==> config.mk <==
export PLATFORM = sky130hd
export DESIGN_NAME = transfer_latency_stats_monitor_flat
export DESIGN_NICKNAME = d
export VERILOG_FILES = /design/src/sv/tlsm_pkg.sv /design/src/sv/tlsm_req_if.sv /design/src/sv/tlsm_rsp_if.sv /design/src/sv/tlsm_bucket.sv /design/src/sv/tlsm_stats.sv /design/src/sv/transfer_latency_stats_monitor.sv /design/src/flat_wrapper.sv
export SDC_FILE = /design/constraint.sdc
export NUM_CORES = 2
export LEC_CHECK = 0
export BUFFER_PORTS_ARGS = -buffer_cell sky130_fd_sc_hd__buf_2
export CELL_PAD_IN_SITES_DETAIL_PLACEMENT = 0
export CELL_PAD_IN_SITES_GLOBAL_PLACEMENT = 2
export CORE_MARGIN = 5
export CORE_UTILIZATION = 42
export CTS_CLUSTER_DIAMETER = 200
export CTS_CLUSTER_SIZE = 20
export DETAILED_ROUTE_END_ITERATION = 10
export GPL_TIMING_DRIVEN = 0
export PLACE_DENSITY = 0.91
export SLEW_MARGIN = 0
export SYNTH_ARGS = -nofsm -noshare
export SYNTH_HDL_FRONTEND = slang
export SYNTH_SLANG_ARGS = --single-unit
export TNS_END_PERCENT = 100
==> constraint.sdc <==
create_clock -name clock -period 9.4 [get_ports clock]
set_input_delay 1.88 -clock clock [delete_from_list [all_inputs] [get_ports clock]]
set_output_delay 1.88 -clock clock [all_outputs]
set_load 0.01 [all_outputs]
==> src/sv/tlsm_pkg.sv <==
// Package for the transfer latency statistics monitor.
// Holds the event kinds, statistic and register indexes, widths and the request word type.
// No dependencies; every other file of the block uses it.
package tlsm_pkg;

   localparam int KIND_WIDTH  = 4;
   localparam int TIME_WIDTH  = 48;
   localparam int EDGE_WIDTH  = 24;
   localparam int INDEX_WIDTH = 6;
   localparam int DATA_WIDTH  = 64;
   localparam int SUM_WIDTH   = 64;
   localparam int SNAP_WIDTH  = 8;
   localparam int BYTE_WIDTH  = 16;

   // Event kinds carried by a request word.
   localparam logic [KIND_WIDTH-1:0] KIND_INIT         = 4'd0;
   localparam logic [KIND_WIDTH-1:0] KIND_BUSY         = 4'd1;
   localparam logic [KIND_WIDTH-1:0] KIND_START        = 4'd2;
   localparam logic [KIND_WIDTH-1:0] KIND_START_ERR    = 4'd3;
   localparam logic [KIND_WIDTH-1:0] KIND_COMPLETE     = 4'd4;
   localparam logic [KIND_WIDTH-1:0] KIND_COMPLETE_ERR = 4'd5;
   localparam logic [KIND_WIDTH-1:0] KIND_ZLP          = 4'd6;
   localparam logic [KIND_WIDTH-1:0] KIND_ZLP_ERR      = 4'd7;
   localparam logic [KIND_WIDTH-1:0] KIND_SAMPLE       = 4'd8;
   localparam logic [KIND_WIDTH-1:0] KIND_READ         = 4'd9;

   // Configuration register indexes and reset values.
   localparam int CSR_INDEX_WIDTH = 2;
   localparam logic [CSR_INDEX_WIDTH-1:0] CSR_EDGE_LOW  = 2'd0;
   localparam logic [CSR_INDEX_WIDTH-1:0] CSR_EDGE_MID  = 2'd1;
   localparam logic [CSR_INDEX_WIDTH-1:0] CSR_EDGE_HIGH = 2'd2;
   localparam logic [EDGE_WIDTH-1:0] EDGE_LOW_RESET  = 24'd1000;
   localparam logic [EDGE_WIDTH-1:0] EDGE_MID_RESET  = 24'd5000;
   localparam logic [EDGE_WIDTH-1:0] EDGE_HIGH_RESET = 24'd25000;

   // Event counter slots.
   localparam int NUM_COUNTERS     = 17;
   localparam int CNT_SAMPLES      = 0;
   localparam int CNT_INITS        = 1;
   localparam int CNT_BUSY         = 2;
   localparam int CNT_BUSY_NO_FREE = 3;
   localparam int CNT_BUSY_ACTIVE  = 4;
   localparam int CNT_STARTED      = 5;
   localparam int CNT_START_ERR    = 6;
   localparam int CNT_COMPLETED    = 7;
   localparam int CNT_COMPLETE_ERR = 8;
   localparam int CNT_ZLP          = 9;
   localparam int CNT_ZLP_ERR      = 10;
   localparam int CNT_GAPS         = 11;
   localparam int CNT_TIMED        = 12;
   localparam int CNT_BUCKET0      = 13;
   localparam int CNT_BUCKET1      = 14;
   localparam int CNT_BUCKET2      = 15;
   localparam int CNT_BUCKET3      = 16;
   localparam int CNT_SEL_WIDTH    = 5;

   // Running sum slots.
   localparam int NUM_SUMS          = 5;
   localparam int SUM_BYTES_STARTED = 0;
   localparam int SUM_FRAMES_STARTED = 1;
   localparam int SUM_BYTES_DONE    = 2;
   localparam int SUM_LATENCY       = 3;
   localparam int SUM_GAP           = 4;
   localparam int SUM_SEL_WIDTH     = 3;

   // Latency buckets.
   localparam logic [1:0] BUCKET_LOW  = 2'd0;
   localparam logic [1:0] BUCKET_MID  = 2'd1;
   localparam logic [1:0] BUCKET_HIGH = 2'd2;
   localparam logic [1:0] BUCKET_OVER = 2'd3;

   // Statistic indexes for a read word.
   localparam logic [INDEX_WIDTH-1:0] STAT_SEEN       = 6'd0;
   localparam logic [INDEX_WIDTH-1:0] STAT_FREE_MIN   = 6'd1;
   localparam logic [INDEX_WIDTH-1:0] STAT_READY_MAX  = 6'd2;
   localparam logic [INDEX_WIDTH-1:0] STAT_LAST_TIME  = 6'd3;
   localparam logic [INDEX_WIDTH-1:0] STAT_SNAP_FREE  = 6'd4;
   localparam logic [INDEX_WIDTH-1:0] STAT_SNAP_READY = 6'd5;
   localparam logic [INDEX_WIDTH-1:0] STAT_SNAP_ACT   = 6'd6;
   localparam logic [INDEX_WIDTH-1:0] STAT_SNAP_GLUE  = 6'd7;
   localparam logic [INDEX_WIDTH-1:0] STAT_SNAP_GFR   = 6'd8;
   localparam logic [INDEX_WIDTH-1:0] STAT_CNT_FIRST  = 6'd9;
   localparam logic [INDEX_WIDTH-1:0] STAT_CNT_LAST   = 6'd25;
   localparam logic [INDEX_WIDTH-1:0] STAT_SUM_FIRST  = 6'd26;
   localparam logic [INDEX_WIDTH-1:0] STAT_SUM_LAST   = 6'd30;
   localparam logic [INDEX_WIDTH-1:0] STAT_LAT_MAX    = 6'd31;
   localparam logic [INDEX_WIDTH-1:0] STAT_GAP_MAX    = 6'd32;

   typedef struct packed {
      logic [KIND_WIDTH-1:0]  kind;
      logic [TIME_WIDTH-1:0]  time_us;
      logic [SNAP_WIDTH-1:0]  free_buffers;
      logic [SNAP_WIDTH-1:0]  ready_buffers;
      logic                   transfer_active;
      logic                   glue_present;
      logic [SNAP_WIDTH-1:0]  glue_frame_count;
      logic [BYTE_WIDTH-1:0]  byte_count;
      logic [BYTE_WIDTH-1:0]  frame_count;
      logic [INDEX_WIDTH-1:0] counter_index;
   } req_item_type;

   typedef struct packed {
      logic [EDGE_WIDTH-1:0] low;
      logic [EDGE_WIDTH-1:0] mid;
      logic [EDGE_WIDTH-1:0] high;
   } edges_type;

endpackage

==> src/sv/tlsm_req_if.sv <==
// Request channel of the transfer latency statistics monitor: valid, ready and one event word.
// Depends on tlsm_pkg for the field widths.
interface tlsm_req_if;
   logic                             valid;
   logic                             ready;
   logic [tlsm_pkg::KIND_WIDTH-1:0]  kind;
   logic [tlsm_pkg::TIME_WIDTH-1:0]  time_us;
   logic [tlsm_pkg::SNAP_WIDTH-1:0]  free_buffers;
   logic [tlsm_pkg::SNAP_WIDTH-1:0]  ready_buffers;
   logic                             transfer_active;
   logic                             glue_present;
   logic [tlsm_pkg::SNAP_WIDTH-1:0]  glue_frame_count;
   logic [tlsm_pkg::BYTE_WIDTH-1:0]  byte_count;
   logic [tlsm_pkg::BYTE_WIDTH-1:0]  frame_count;
   logic [tlsm_pkg::INDEX_WIDTH-1:0] counter_index;

   modport source (
      output valid, kind, time_us, free_buffers, ready_buffers, transfer_active,
             glue_present, glue_frame_count, byte_count, frame_count, counter_index,
      input  ready
   );
   modport sink (
      input  valid, kind, time_us, free_buffers, ready_buffers, transfer_active,
             glue_present, glue_frame_count, byte_count, frame_count, counter_index,
      output ready
   );
endinterface

==> src/sv/tlsm_rsp_if.sv <==
// Response channel of the transfer latency statistics monitor: valid, ready and read data.
// Depends on tlsm_pkg for the data width.
interface tlsm_rsp_if;
   logic                            valid;
   logic                            ready;
   logic [tlsm_pkg::DATA_WIDTH-1:0] read_data;

   modport source (output valid, read_data, input ready);
   modport sink (input valid, read_data, output ready);
endinterface

==> src/sv/tlsm_bucket.sv <==
// Latency bucket classifier: compares one elapsed time against the three configured edges.
// Depends on tlsm_pkg for widths and bucket codes.
module tlsm_bucket (
   input  logic [tlsm_pkg::TIME_WIDTH-1:0] elapsed,
   input  tlsm_pkg::edges_type             edges,
   output logic [1:0]                      bucket
);

   // The three compares run in parallel; the priority picks the lowest matching edge.
   always_comb begin
      if (elapsed <= tlsm_pkg::TIME_WIDTH'(edges.low)) begin
         bucket = tlsm_pkg::BUCKET_LOW;
      end else if (elapsed <= tlsm_pkg::TIME_WIDTH'(edges.mid)) begin
         bucket = tlsm_pkg::BUCKET_MID;
      end else if (elapsed <= tlsm_pkg::TIME_WIDTH'(edges.high)) begin
         bucket = tlsm_pkg::BUCKET_HIGH;
      end else begin
         bucket = tlsm_pkg::BUCKET_OVER;
      end
   end

endmodule

==> src/sv/tlsm_stats.sv <==
// Statistics state of the monitor: updates every counter, sum, maximum and timer for one
// event word per cycle and selects a statistic for a read. Depends on tlsm_pkg, tlsm_bucket.
module tlsm_stats #(
   parameter int COUNTER_WIDTH = 32
) (
   input  logic                            clock,
   input  logic                            reset,
   input  logic                            upd_en,
   input  tlsm_pkg::req_item_type          item,
   input  tlsm_pkg::edges_type             edges,
   output logic [tlsm_pkg::DATA_WIDTH-1:0] read_data
);

   localparam int TW = tlsm_pkg::TIME_WIDTH;
   localparam int SW = tlsm_pkg::SUM_WIDTH;
   localparam int NC = tlsm_pkg::NUM_COUNTERS;
   localparam int NS = tlsm_pkg::NUM_SUMS;

   logic                          seen_ff, seen_in;
   logic [tlsm_pkg::SNAP_WIDTH-1:0] free_min_ff, free_min_in;
   logic [tlsm_pkg::SNAP_WIDTH-1:0] ready_max_ff, ready_max_in;
   logic [TW-1:0]                 last_time_ff, last_time_in;
   logic [tlsm_pkg::SNAP_WIDTH-1:0] snap_free_ff, snap_free_in;
   logic [tlsm_pkg::SNAP_WIDTH-1:0] snap_ready_ff, snap_ready_in;
   logic                          snap_act_ff, snap_act_in;
   logic                          snap_glue_ff, snap_glue_in;
   logic [tlsm_pkg::SNAP_WIDTH-1:0] snap_gfr_ff, snap_gfr_in;
   logic [COUNTER_WIDTH-1:0]      counters_ff [NC];
   logic [SW-1:0]                 sums_ff [NS];
   logic [SW-1:0]                 sums_in [NS];
   logic [TW-1:0]                 lat_max_ff, lat_max_in;
   logic [TW-1:0]                 gap_max_ff, gap_max_in;
   logic                          comp_timing_ff, comp_timing_in;
   logic                          backlog_timing_ff, backlog_timing_in;
   logic [TW-1:0]                 start_time_ff, start_time_in;
   logic [TW-1:0]                 backlog_start_ff, backlog_start_in;

   logic [NC-1:0]                 bump;
   logic                          record;
   logic [TW-1:0]                 elapsed;
   logic [TW-1:0]                 gap;
   logic [1:0]                    bucket;
   logic [tlsm_pkg::INDEX_WIDTH-1:0] cnt_off;
   logic [tlsm_pkg::INDEX_WIDTH-1:0] sum_off;

   // Differences wrap modulo the timestamp width.
   assign elapsed = item.time_us - start_time_ff;
   assign gap     = item.time_us - backlog_start_ff;
   assign record  = upd_en && (item.kind <= tlsm_pkg::KIND_SAMPLE);

   tlsm_bucket u_bucket (
      .elapsed (elapsed),
      .edges   (edges),
      .bucket  (bucket)
   );

   always_comb begin
      seen_in           = seen_ff;
      free_min_in       = free_min_ff;
      ready_max_in      = ready_max_ff;
      last_time_in      = last_time_ff;
      snap_free_in      = snap_free_ff;
      snap_ready_in     = snap_ready_ff;
      snap_act_in       = snap_act_ff;
      snap_glue_in      = snap_glue_ff;
      snap_gfr_in       = snap_gfr_ff;
      sums_in           = sums_ff;
      lat_max_in        = lat_max_ff;
      gap_max_in        = gap_max_ff;
      comp_timing_in    = comp_timing_ff;
      backlog_timing_in = backlog_timing_ff;
      start_time_in     = start_time_ff;
      backlog_start_in  = backlog_start_ff;
      bump              = '0;
      if (record) begin
         if (!seen_ff || (item.free_buffers < free_min_ff)) begin
            free_min_in = item.free_buffers;
         end
         if (item.ready_buffers > ready_max_ff) begin
            ready_max_in = item.ready_buffers;
         end
         seen_in                        = 1'b1;
         last_time_in                   = item.time_us;
         bump[tlsm_pkg::CNT_SAMPLES]    = 1'b1;
         snap_free_in                   = item.free_buffers;
         snap_ready_in                  = item.ready_buffers;
         snap_act_in                    = item.transfer_active;
         snap_glue_in                   = item.glue_present;
         snap_gfr_in                    = item.glue_frame_count;
         unique case (item.kind)
            tlsm_pkg::KIND_INIT: begin
               bump[tlsm_pkg::CNT_INITS] = 1'b1;
               comp_timing_in    = 1'b0;
               backlog_timing_in = 1'b0;
            end
            tlsm_pkg::KIND_BUSY: begin
               bump[tlsm_pkg::CNT_BUSY]         = 1'b1;
               bump[tlsm_pkg::CNT_BUSY_NO_FREE] = (item.free_buffers == '0);
               bump[tlsm_pkg::CNT_BUSY_ACTIVE]  = item.transfer_active;
            end
            tlsm_pkg::KIND_START: begin
               bump[tlsm_pkg::CNT_STARTED] = 1'b1;
               sums_in[tlsm_pkg::SUM_BYTES_STARTED] =
                  sums_ff[tlsm_pkg::SUM_BYTES_STARTED] + SW'(item.byte_count);
               sums_in[tlsm_pkg::SUM_FRAMES_STARTED] =
                  sums_ff[tlsm_pkg::SUM_FRAMES_STARTED] + SW'(item.frame_count);
               comp_timing_in = 1'b1;
               start_time_in  = item.time_us;
               // A start closes an open backlog gap.
               if (backlog_timing_ff) begin
                  bump[tlsm_pkg::CNT_GAPS] = 1'b1;
                  sums_in[tlsm_pkg::SUM_GAP] = sums_ff[tlsm_pkg::SUM_GAP] + SW'(gap);
                  if (gap > gap_max_ff) begin
                     gap_max_in = gap;
                  end
                  backlog_timing_in = 1'b0;
               end
            end
            tlsm_pkg::KIND_START_ERR: begin
               bump[tlsm_pkg::CNT_START_ERR] = 1'b1;
            end
            tlsm_pkg::KIND_COMPLETE, tlsm_pkg::KIND_COMPLETE_ERR: begin
               if (item.kind == tlsm_pkg::KIND_COMPLETE) begin
                  bump[tlsm_pkg::CNT_COMPLETED] = 1'b1;
                  sums_in[tlsm_pkg::SUM_BYTES_DONE] =
                     sums_ff[tlsm_pkg::SUM_BYTES_DONE] + SW'(item.byte_count);
               end else begin
                  bump[tlsm_pkg::CNT_COMPLETE_ERR] = 1'b1;
               end
               // Only a completion that follows a start is timed.
               if (comp_timing_ff) begin
                  bump[tlsm_pkg::CNT_TIMED] = 1'b1;
                  sums_in[tlsm_pkg::SUM_LATENCY] =
                     sums_ff[tlsm_pkg::SUM_LATENCY] + SW'(elapsed);
                  if (elapsed > lat_max_ff) begin
                     lat_max_in = elapsed;
                  end
                  bump[tlsm_pkg::CNT_BUCKET0] = (bucket == tlsm_pkg::BUCKET_LOW);
                  bump[tlsm_pkg::CNT_BUCKET1] = (bucket == tlsm_pkg::BUCKET_MID);
                  bump[tlsm_pkg::CNT_BUCKET2] = (bucket == tlsm_pkg::BUCKET_HIGH);
                  bump[tlsm_pkg::CNT_BUCKET3] = (bucket == tlsm_pkg::BUCKET_OVER);
               end
               comp_timing_in    = 1'b0;
               backlog_timing_in = (item.ready_buffers != '0) ||
                                   (item.glue_present && (item.glue_frame_count != '0));
               backlog_start_in  = item.time_us;
            end
            tlsm_pkg::KIND_ZLP: begin
               bump[tlsm_pkg::CNT_ZLP] = 1'b1;
            end
            tlsm_pkg::KIND_ZLP_ERR: begin
               bump[tlsm_pkg::CNT_ZLP_ERR] = 1'b1;
            end
            default: begin
            end
         endcase
      end
   end

   always_ff @(posedge clock) begin
      if (reset) begin
         seen_ff           <= 1'b0;
         free_min_ff       <= '0;
         ready_max_ff      <= '0;
         last_time_ff      <= '0;
         snap_free_ff      <= '0;
         snap_ready_ff     <= '0;
         snap_act_ff       <= 1'b0;
         snap_glue_ff      <= 1'b0;
         snap_gfr_ff       <= '0;
         lat_max_ff        <= '0;
         gap_max_ff        <= '0;
         comp_timing_ff    <= 1'b0;
         backlog_timing_ff <= 1'b0;
         for (int i = 0; i < NC; i++) begin
            counters_ff[i] <= '0;
         end
         for (int i = 0; i < NS; i++) begin
            sums_ff[i] <= '0;
         end
      end else begin
         seen_ff           <= seen_in;
         free_min_ff       <= free_min_in;
         ready_max_ff      <= ready_max_in;
         last_time_ff      <= last_time_in;
         snap_free_ff      <= snap_free_in;
         snap_ready_ff     <= snap_ready_in;
         snap_act_ff       <= snap_act_in;
         snap_glue_ff      <= snap_glue_in;
         snap_gfr_ff       <= snap_gfr_in;
         lat_max_ff        <= lat_max_in;
         gap_max_ff        <= gap_max_in;
         comp_timing_ff    <= comp_timing_in;
         backlog_timing_ff <= backlog_timing_in;
         for (int i = 0; i < NC; i++) begin
            if (bump[i]) begin
               counters_ff[i] <= counters_ff[i] + COUNTER_WIDTH'(1);
            end
         end
         sums_ff <= sums_in;
      end
   end

   // Timer origins are only read while their timer is armed.
   always_ff @(posedge clock) begin
      start_time_ff    <= start_time_in;
      backlog_start_ff <= backlog_start_in;
   end

   assign cnt_off = item.counter_index - tlsm_pkg::STAT_CNT_FIRST;
   assign sum_off = item.counter_index - tlsm_pkg::STAT_SUM_FIRST;

   always_comb begin
      unique case (item.counter_index) inside
         tlsm_pkg::STAT_SEEN:       read_data = tlsm_pkg::DATA_WIDTH'(seen_ff);
         tlsm_pkg::STAT_FREE_MIN:   read_data = tlsm_pkg::DATA_WIDTH'(free_min_ff);
         tlsm_pkg::STAT_READY_MAX:  read_data = tlsm_pkg::DATA_WIDTH'(ready_max_ff);
         tlsm_pkg::STAT_LAST_TIME:  read_data = tlsm_pkg::DATA_WIDTH'(last_time_ff);
         tlsm_pkg::STAT_SNAP_FREE:  read_data = tlsm_pkg::DATA_WIDTH'(snap_free_ff);
         tlsm_pkg::STAT_SNAP_READY: read_data = tlsm_pkg::DATA_WIDTH'(snap_ready_ff);
         tlsm_pkg::STAT_SNAP_ACT:   read_data = tlsm_pkg::DATA_WIDTH'(snap_act_ff);
         tlsm_pkg::STAT_SNAP_GLUE:  read_data = tlsm_pkg::DATA_WIDTH'(snap_glue_ff);
         tlsm_pkg::STAT_SNAP_GFR:   read_data = tlsm_pkg::DATA_WIDTH'(snap_gfr_ff);
         [tlsm_pkg::STAT_CNT_FIRST:tlsm_pkg::STAT_CNT_LAST]:
            read_data = tlsm_pkg::DATA_WIDTH'(
               counters_ff[cnt_off[tlsm_pkg::CNT_SEL_WIDTH-1:0]]);
         [tlsm_pkg::STAT_SUM_FIRST:tlsm_pkg::STAT_SUM_LAST]:
            read_data = sums_ff[sum_off[tlsm_pkg::SUM_SEL_WIDTH-1:0]];
         tlsm_pkg::STAT_LAT_MAX:    read_data = tlsm_pkg::DATA_WIDTH'(lat_max_ff);
         tlsm_pkg::STAT_GAP_MAX:    read_data = tlsm_pkg::DATA_WIDTH'(gap_max_ff);
         default:                   read_data = '0;
      endcase
   end

   a_start_arms_timer: assert property (@(posedge clock) disable iff (reset)
      upd_en && (item.kind == tlsm_pkg::KIND_START) |=> comp_timing_ff)
      else $error("start event did not arm the completion timer");

   a_init_disarms: assert property (@(posedge clock) disable iff (reset)
      upd_en && (item.kind == tlsm_pkg::KIND_INIT) |=> !comp_timing_ff && !backlog_timing_ff)
      else $error("init event left a timer armed");

   a_ready_max_monotonic: assert property (@(posedge clock) disable iff (reset)
      1'b1 |=> ready_max_ff >= $past(ready_max_ff))
      else $error("ready maximum decreased");

endmodule

==> src/sv/transfer_latency_stats_monitor.sv <==
// Top level of the transfer latency statistics monitor.
// Depends on tlsm_pkg, tlsm_req_if, tlsm_rsp_if, tlsm_stats and tlsm_bucket.

// The monitor takes one event word per clock cycle on the req_bus channel and keeps
// running statistics on it: minimum free and maximum ready buffer counts, the last
// sample time and buffer snapshot, per-kind event counters, byte and frame sums,
// start-to-completion latency (sum, maximum and four buckets whose edges come from the
// csr_ registers) and the backlog gap from a completion that left queued work to the
// next start. A read word (kind 9) returns one statistic, zero-extended to 64 bits, on
// rsp_bus; every other kind returns nothing, and undefined kinds change nothing. An
// accepted word waits in an input register, and as it leaves, its whole update is
// applied to the statistics registers in a single pass, so the following word
// always sees the result of the one before. A read result is taken into an output
// register as the read word leaves the input register. Throughput is one word per
// cycle; req_bus.ready drops only while a read waits in the input register behind a
// response that the consumer has not yet taken. Counters are COUNTER_WIDTH bits wide
// and wrap, sums are 64 bits and wrap, and time differences wrap modulo 2^48. The
// bucket edges should only be written while no word is in flight.
module transfer_latency_stats_monitor #(
   parameter int COUNTER_WIDTH = 32
) (
   input  logic                                 clock,
   input  logic                                 reset,
   tlsm_req_if.sink                             req_bus,
   tlsm_rsp_if.source                           rsp_bus,
   input  logic                                 csr_write_en,
   input  logic [tlsm_pkg::CSR_INDEX_WIDTH-1:0] csr_index,
   input  logic [tlsm_pkg::EDGE_WIDTH-1:0]      csr_wdata
);

   // Input register holding the accepted word until it is applied.
   logic                   stage_valid_ff;
   tlsm_pkg::req_item_type stage_item_ff;
   tlsm_pkg::req_item_type req_item;

   // Output register for read results.
   logic                            rsp_valid_ff;
   logic [tlsm_pkg::DATA_WIDTH-1:0] rsp_data_ff;

   // Bucket edge registers.
   tlsm_pkg::edges_type edges_ff;

   logic                            stage_is_read;
   logic                            stage_go;
   logic                            req_take;
   logic [tlsm_pkg::DATA_WIDTH-1:0] stat_data;

   assign req_item.kind             = req_bus.kind;
   assign req_item.time_us          = req_bus.time_us;
   assign req_item.free_buffers     = req_bus.free_buffers;
   assign req_item.ready_buffers    = req_bus.ready_buffers;
   assign req_item.transfer_active  = req_bus.transfer_active;
   assign req_item.glue_present     = req_bus.glue_present;
   assign req_item.glue_frame_count = req_bus.glue_frame_count;
   assign req_item.byte_count       = req_bus.byte_count;
   assign req_item.frame_count      = req_bus.frame_count;
   assign req_item.counter_index    = req_bus.counter_index;

   // A staged word moves on unless it is a read and the output register is still full.
   assign stage_is_read = (stage_item_ff.kind == tlsm_pkg::KIND_READ);
   assign stage_go      = stage_valid_ff && (!stage_is_read || !rsp_valid_ff || rsp_bus.ready);
   assign req_bus.ready = !stage_valid_ff || stage_go;
   assign req_take      = req_bus.valid && req_bus.ready;

   assign rsp_bus.valid     = rsp_valid_ff;
   assign rsp_bus.read_data = rsp_data_ff;

   tlsm_stats #(
      .COUNTER_WIDTH (COUNTER_WIDTH)
   ) u_stats (
      .clock     (clock),
      .reset     (reset),
      .upd_en    (stage_go),
      .item      (stage_item_ff),
      .edges     (edges_ff),
      .read_data (stat_data)
   );

   always_ff @(posedge clock) begin
      if (reset) begin
         stage_valid_ff <= 1'b0;
         rsp_valid_ff   <= 1'b0;
      end else begin
         if (req_take) begin
            stage_valid_ff <= 1'b1;
         end else if (stage_go) begin
            stage_valid_ff <= 1'b0;
         end
         if (stage_go && stage_is_read) begin
            rsp_valid_ff <= 1'b1;
         end else if (rsp_bus.ready) begin
            rsp_valid_ff <= 1'b0;
         end
      end
   end

   always_ff @(posedge clock) begin
      if (req_take) begin
         stage_item_ff <= req_item;
      end
      if (stage_go && stage_is_read) begin
         rsp_data_ff <= stat_data;
      end
   end

   // Configuration writes to an index past the last register are dropped.
   always_ff @(posedge clock) begin
      if (reset) begin
         edges_ff.low  <= tlsm_pkg::EDGE_LOW_RESET;
         edges_ff.mid  <= tlsm_pkg::EDGE_MID_RESET;
         edges_ff.high <= tlsm_pkg::EDGE_HIGH_RESET;
      end else if (csr_write_en) begin
         unique case (csr_index)
            tlsm_pkg::CSR_EDGE_LOW:  edges_ff.low  <= csr_wdata;
            tlsm_pkg::CSR_EDGE_MID:  edges_ff.mid  <= csr_wdata;
            tlsm_pkg::CSR_EDGE_HIGH: edges_ff.high <= csr_wdata;
            default: begin
            end
         endcase
      end
   end

   a_rsp_from_read: assert property (@(posedge clock) disable iff (reset)
      $rose(rsp_valid_ff) |-> $past(stage_valid_ff && stage_is_read))
      else $error("response raised without a staged read word");

   a_stall_only_on_read: assert property (@(posedge clock) disable iff (reset)
      !req_bus.ready |-> stage_valid_ff && stage_is_read && rsp_valid_ff && !rsp_bus.ready)
      else $error("request side stalled without a blocked read");

   a_read_delivers: assert property (@(posedge clock) disable iff (reset)
      stage_go && stage_is_read |=> rsp_valid_ff)
      else $error("read word left the input register without a response");

endmodule

==> src/flat_wrapper.sv <==
// flat-port wrapper written by rule: the top's interface ports become plain ports
module transfer_latency_stats_monitor_flat 
#(
   parameter int COUNTER_WIDTH = 32
)
  (clock, reset, csr_write_en, csr_index, csr_wdata, req_bus_valid, req_bus_kind, req_bus_time_us, req_bus_free_buffers, req_bus_ready_buffers, req_bus_transfer_active, req_bus_glue_present, req_bus_glue_frame_count, req_bus_byte_count, req_bus_frame_count, req_bus_counter_index, req_bus_ready, rsp_bus_valid, rsp_bus_read_data, rsp_bus_ready);
  tlsm_req_if req_bus_i ();
  tlsm_rsp_if rsp_bus_i ();
  input  logic clock;
  input  logic reset;
  input  logic csr_write_en;
  input  logic [tlsm_pkg::CSR_INDEX_WIDTH-1:0] csr_index;
  input  logic [tlsm_pkg::EDGE_WIDTH-1:0] csr_wdata;
  input wire logic [$bits(req_bus_i.valid)-1:0] req_bus_valid;
  input wire logic [$bits(req_bus_i.kind)-1:0] req_bus_kind;
  input wire logic [$bits(req_bus_i.time_us)-1:0] req_bus_time_us;
  input wire logic [$bits(req_bus_i.free_buffers)-1:0] req_bus_free_buffers;
  input wire logic [$bits(req_bus_i.ready_buffers)-1:0] req_bus_ready_buffers;
  input wire logic [$bits(req_bus_i.transfer_active)-1:0] req_bus_transfer_active;
  input wire logic [$bits(req_bus_i.glue_present)-1:0] req_bus_glue_present;
  input wire logic [$bits(req_bus_i.glue_frame_count)-1:0] req_bus_glue_frame_count;
  input wire logic [$bits(req_bus_i.byte_count)-1:0] req_bus_byte_count;
  input wire logic [$bits(req_bus_i.frame_count)-1:0] req_bus_frame_count;
  input wire logic [$bits(req_bus_i.counter_index)-1:0] req_bus_counter_index;
  output wire logic [$bits(req_bus_i.ready)-1:0] req_bus_ready;
  output wire logic [$bits(rsp_bus_i.valid)-1:0] rsp_bus_valid;
  output wire logic [$bits(rsp_bus_i.read_data)-1:0] rsp_bus_read_data;
  input wire logic [$bits(rsp_bus_i.ready)-1:0] rsp_bus_ready;
  assign req_bus_i.valid = req_bus_valid;
  assign req_bus_i.kind = req_bus_kind;
  assign req_bus_i.time_us = req_bus_time_us;
  assign req_bus_i.free_buffers = req_bus_free_buffers;
  assign req_bus_i.ready_buffers = req_bus_ready_buffers;
  assign req_bus_i.transfer_active = req_bus_transfer_active;
  assign req_bus_i.glue_present = req_bus_glue_present;
  assign req_bus_i.glue_frame_count = req_bus_glue_frame_count;
  assign req_bus_i.byte_count = req_bus_byte_count;
  assign req_bus_i.frame_count = req_bus_frame_count;
  assign req_bus_i.counter_index = req_bus_counter_index;
  assign req_bus_ready = req_bus_i.ready;
  assign rsp_bus_valid = rsp_bus_i.valid;
  assign rsp_bus_read_data = rsp_bus_i.read_data;
  assign rsp_bus_i.ready = rsp_bus_ready;
  transfer_latency_stats_monitor #(.COUNTER_WIDTH(COUNTER_WIDTH)) u_core (.clock(clock), .reset(reset), .req_bus(req_bus_i), .rsp_bus(rsp_bus_i), .csr_write_en(csr_write_en), .csr_index(csr_index), .csr_wdata(csr_wdata));
endmodule
==> run_results.csv <==
group,metric,value,unit
cells_and_area,fin_area,92000,um^2
routing,postRouteAntennaNets,0,
clock_network,clock-sinks,1403,
floorplan,rows,164,
yosys,yosysWarnings,0,
power,p_per_area,139,nW/um^2
global_route,grt_max_degree,54,
clock_network,cts_root_buf,"clkbuf_16",
critical_path,crit_arrival,9280,ps
critical_path,crit_type,"reg2reg",
global_route,grt_pass1_wl,439000,um
cells_and_area,area_growth,9.05,%
critical_path,crit_end,"u_core.u_stats.sums_ff[62]",
run,maxCapViolCount,0,
routing,post-route-drc-count,0,
yosys,yosys.area_share.simple,18.2,%
floorplan,core_area,200000,um^2
cells_and_area,instances_no_fill,11800,
yosys,synth_compound_area_share,12.9,%
clock_network,cts_tree,"built",
yosys,avgSynthCellArea,9.67,um^2
sta,max_freq,116,MHz
critical_path,crit_top_cell,"o21ai_0",
critical_path,path_cells,"ha_1, and4_1, o21ai_0, a21oi_1, o21ai_0, o31ai_1, a21oi_1, o31ai_2, xor2_1, ha_1, clkbuf_1, a211oi_1, o2111ai_1, a311oi_1, o21ai_0, a211oi_1, clkbuf_1, nor3_1, mux2_2",
placed_design,placement.io_buffers,211,
critical_path,start_kind,"flop",
placed_design,place_area,89700,um^2
placed_design,dpl.hpwl,241000,um
placed_design,place_ws,1090,ps
cells_and_area,post-route-util,46.0,%
clock_network,ctsResizeCount,0,
global_route,grt_pass1_vias,66000,
yosys,synth-async-reset-ratio,0,%
clock_network,path_clk_slew,90,ps
cells_and_area,nNetsFinal,9650,
sta,timing.final.crit_share,91.9,%
critical_path,r2r_end,"u_core.u_stats.sums_ff[62]",
sta,worst_slack,764,ps
routing,drt_iter0_drc,7331,
sta,setup_tns,0,ps
yosys,synth_top_family_by_area,"simple AND/OR/NAND/NOR gates",
floorplan,die_h,458,um
sta,fin_worst_skew,47.4,ps
global_route,grtUsageTotal,27.9,%
routing,firstDrtPassIters,8,
clock_network,clockBufferDepth,3,
clock_network,cts_buffers,80,
critical_path,cp-startpoint,"u_core.stage_item_ff[71]",
yosys,yosysSeqAreaShare,43.0,%
critical_path,crit_path_max_incr_delay,1080,ps
critical_path,r2r-start,"u_core.stage_item_ff[71]",
sta,slew_violations,0,
routing,vias,69800,
worst_hold_path,hold_path_class,"reg2reg",
critical_path,reg2reg_depth,19,
clock_network,hold_buffers,0,
yosys,synth-xor-area-share,7.34,%
yosys,synth_adder_area_share,6.77,%
global_route,antenna_found_initial,9,
yosys,syn_nets,9317,
critical_path,slowest_stage,"a211oi_1",
floorplan,fp.dieW,458,um
critical_path,endpoint_kind,"flop",
sta,rsz0062_at_grt,"false",
critical_path,rrSetupSlack,760,ps
routing,wl_per_cell,25.9,um
yosys,netlist-cell-type-count,102,
yosys,synthMuxAreaShare,8.22,%
power,power.leakage,0.0331,uW
routing,routed_wl,304000,um
sta,relSlewSlack,2.44,%
yosys,synth-edff-count,820,
critical_path,cp_max_fo,10,
floorplan,ios,213,
yosys,syn_inst,8718,
floorplan,start_util,42.2,%
sta,hold_violations,0,
yosys,syn_area,84300,um^2
placed_design,place.gp.congestion,0.951,
clock_network,cts_setup_buffers,0,
routing,via_per_inst,5.94,
sta,tightest_slew,1460,ps
yosys,ys.flop_type,"edfxtp_1",
critical_path,required,10040,ps
clock_network,htree_levels,3,
power,ir_drop,0.141,mV
cells_and_area,drive_above_1_share,8.00,%
sta,setup_violations,0,
floorplan,dieArea,210000,um^2
clock_network,clock_latency,770,ps
global_route,overflow,0,
outcome,outcome,"completed",
placed_design,dpl.cell_count,11600,
yosys,synth-seq-cells,1403,
sta,fin_crit,8640,ps
[layout by cell type, fill, tap and decap left out, drive strengths merged, types with 309 or more instances in the layout]
master,netlist,final
nand2,988,988
nor2,981,981
edfxtp,820,820
dfxtp,583,583
a21oi,564,564
clkbuf,343,470
ha,445,445
xor2,438,438
inv,401,403
nand3,341,341
buf,58,309
[cell usage after synthesis, types with 14 or more instances]
cell type / instances / area, um^2
a21oi_1: 560 / 2800
dfxtp_1: 583 / 11700
o31ai_1: 35 / 263
a22oi_1: 66 / 495
nor3_1: 106 / 531
edfxtp_1: 820 / 24600
ha_1: 445 / 5570
nor4_1: 21 / 131
o41ai_1: 18 / 158
a21boi_0: 14 / 105
xor2_1: 438 / 3840
nand2b_1: 36 / 225
nand2_1: 988 / 3710
a21o_1: 160 / 1200
a2111oi_0: 17 / 149
inv_1: 401 / 1510
and2_1: 68 / 425
o21a_1: 55 / 413
mux4_2: 223 / 5020
xnor2_1: 269 / 2360
a211oi_1: 59 / 443
and4_1: 57 / 499
and3_1: 182 / 1140
o21ai_0: 276 / 1380
nand4_1: 190 / 1190
or2_2: 27 / 169
o21bai_1: 36 / 270
buf_1: 52 / 195
o311ai_0: 17 / 149
a222oi_1: 56 / 561
or3_1: 101 / 632
nor2_1: 981 / 3680
o211ai_1: 65 / 488
mux2i_1: 136 / 1360
o221ai_1: 39 / 342
o2111ai_1: 16 / 140
a31oi_1: 34 / 213
nor2b_1: 92 / 576
or4_1: 35 / 263
a221oi_1: 14 / 123
clkbuf_1: 343 / 1290
nand3_1: 341 / 1710
mux2_2: 49 / 552
[kinds of logic after synthesis]
| kind of cell | after synthesis |
|---|---|
| compound gates | 1666 |
| xor+xnor | 707 |
| fa+ha+maj | 452 |
| buf+inv | 804 |
| flops | 1403 |
| mux | 408 |
| simple gates | 3278 |
[registers in the layout, summed over array words and instances (netlist names), 48 cells and up]
| register | flops |
|---|---|
| u_core.u_stats.lat_max_ff | 48 |
| u_core.u_stats.backlog_start_ff | 48 |
| u_core.u_stats.sums_ff | 320 |
| u_core.edges_ff | 72 |
| u_core.u_stats.start_time_ff | 48 |
| u_core.u_stats.counters_ff | 544 |
| u_core.rsp_bus.read_data | 64 |
| u_core.u_stats.last_time_ff | 48 |
| u_core.u_stats.gap_max_ff | 48 |
| u_core.stage_item_ff | 116 |
[critical path, delay by kind of cell, from the launching register on]
kind / cells / cell delay [ps]
flip-flops: 1 / 590
XOR/XNOR: 1 / 480
AO/OA/AOI/OAI: 11 / 5390
multiplexers: 1 / 290
buffers and inverters: 2 / 600
AND/OR/NAND/NOR: 2 / 360
adder cells (fa/ha/maj): 2 / 790
[through the flow]
step                      total power [uW]  hold slack [ps]
after floorplan                       8120              436
after global placement                8920              442
after detailed placement              8990              446
after CTS                            12800              459
after global routing                 13200              475
final                                12800              458
[how the worst min path moves through the flow]
stage	startpoint	end	slack (ps)	depth (start not counted)
finish	u_core.edges_ff[49]	u_core.edges_ff[49]	460	2
global route	u_core.edges_ff[49]	u_core.edges_ff[49]	470	2
CTS	u_core.edges_ff[49]	u_core.edges_ff[49]	460	2
detailed placement	u_core.u_stats.last_time_ff[45]	u_core.u_stats.last_time_ff[45]	450	2
global placement	u_core.u_stats.last_time_ff[44]	u_core.u_stats.last_time_ff[44]	440	2
floorplan	u_core.u_stats.snap_free_ff[1]	u_core.u_stats.snap_free_ff[1]	440	2
[routing by layer]
metal / track usage [%] / part of all wire (%) / vias up / wire (um)
met5: 0 / 0 / - / 0
met4: 14.4 / 6.2 / 0 / 18800
met3: 2.78 / 5.6 / 535 / 17200
met2: 47.6 / 48 / 2445 / 145000
met1: 35.2 / 40 / 34500 / 123000
li1: - / - / 32400 / -
[power by group]
part	switching, uW	total, uW	leakage, uW	internal, uW
clock network	2250	3890	0.00109	1640
logic	1290	1990	0.0191	698
registers	218	6890	0.0129	6670
[cell type report]
cell class                 instances  area, um^2
clock buffer                     127        2220
multi-input combinational       6511       45300
inverter                         403        1510
clock inverter                     4        53.8
buffer                           401        1520
fill                           19200      108000
tap                             2656        3320
sequential                      1403       36300
timing repair buffer             251        1740
antenna                            3        7.51
(Power assumes the default switching activity.)
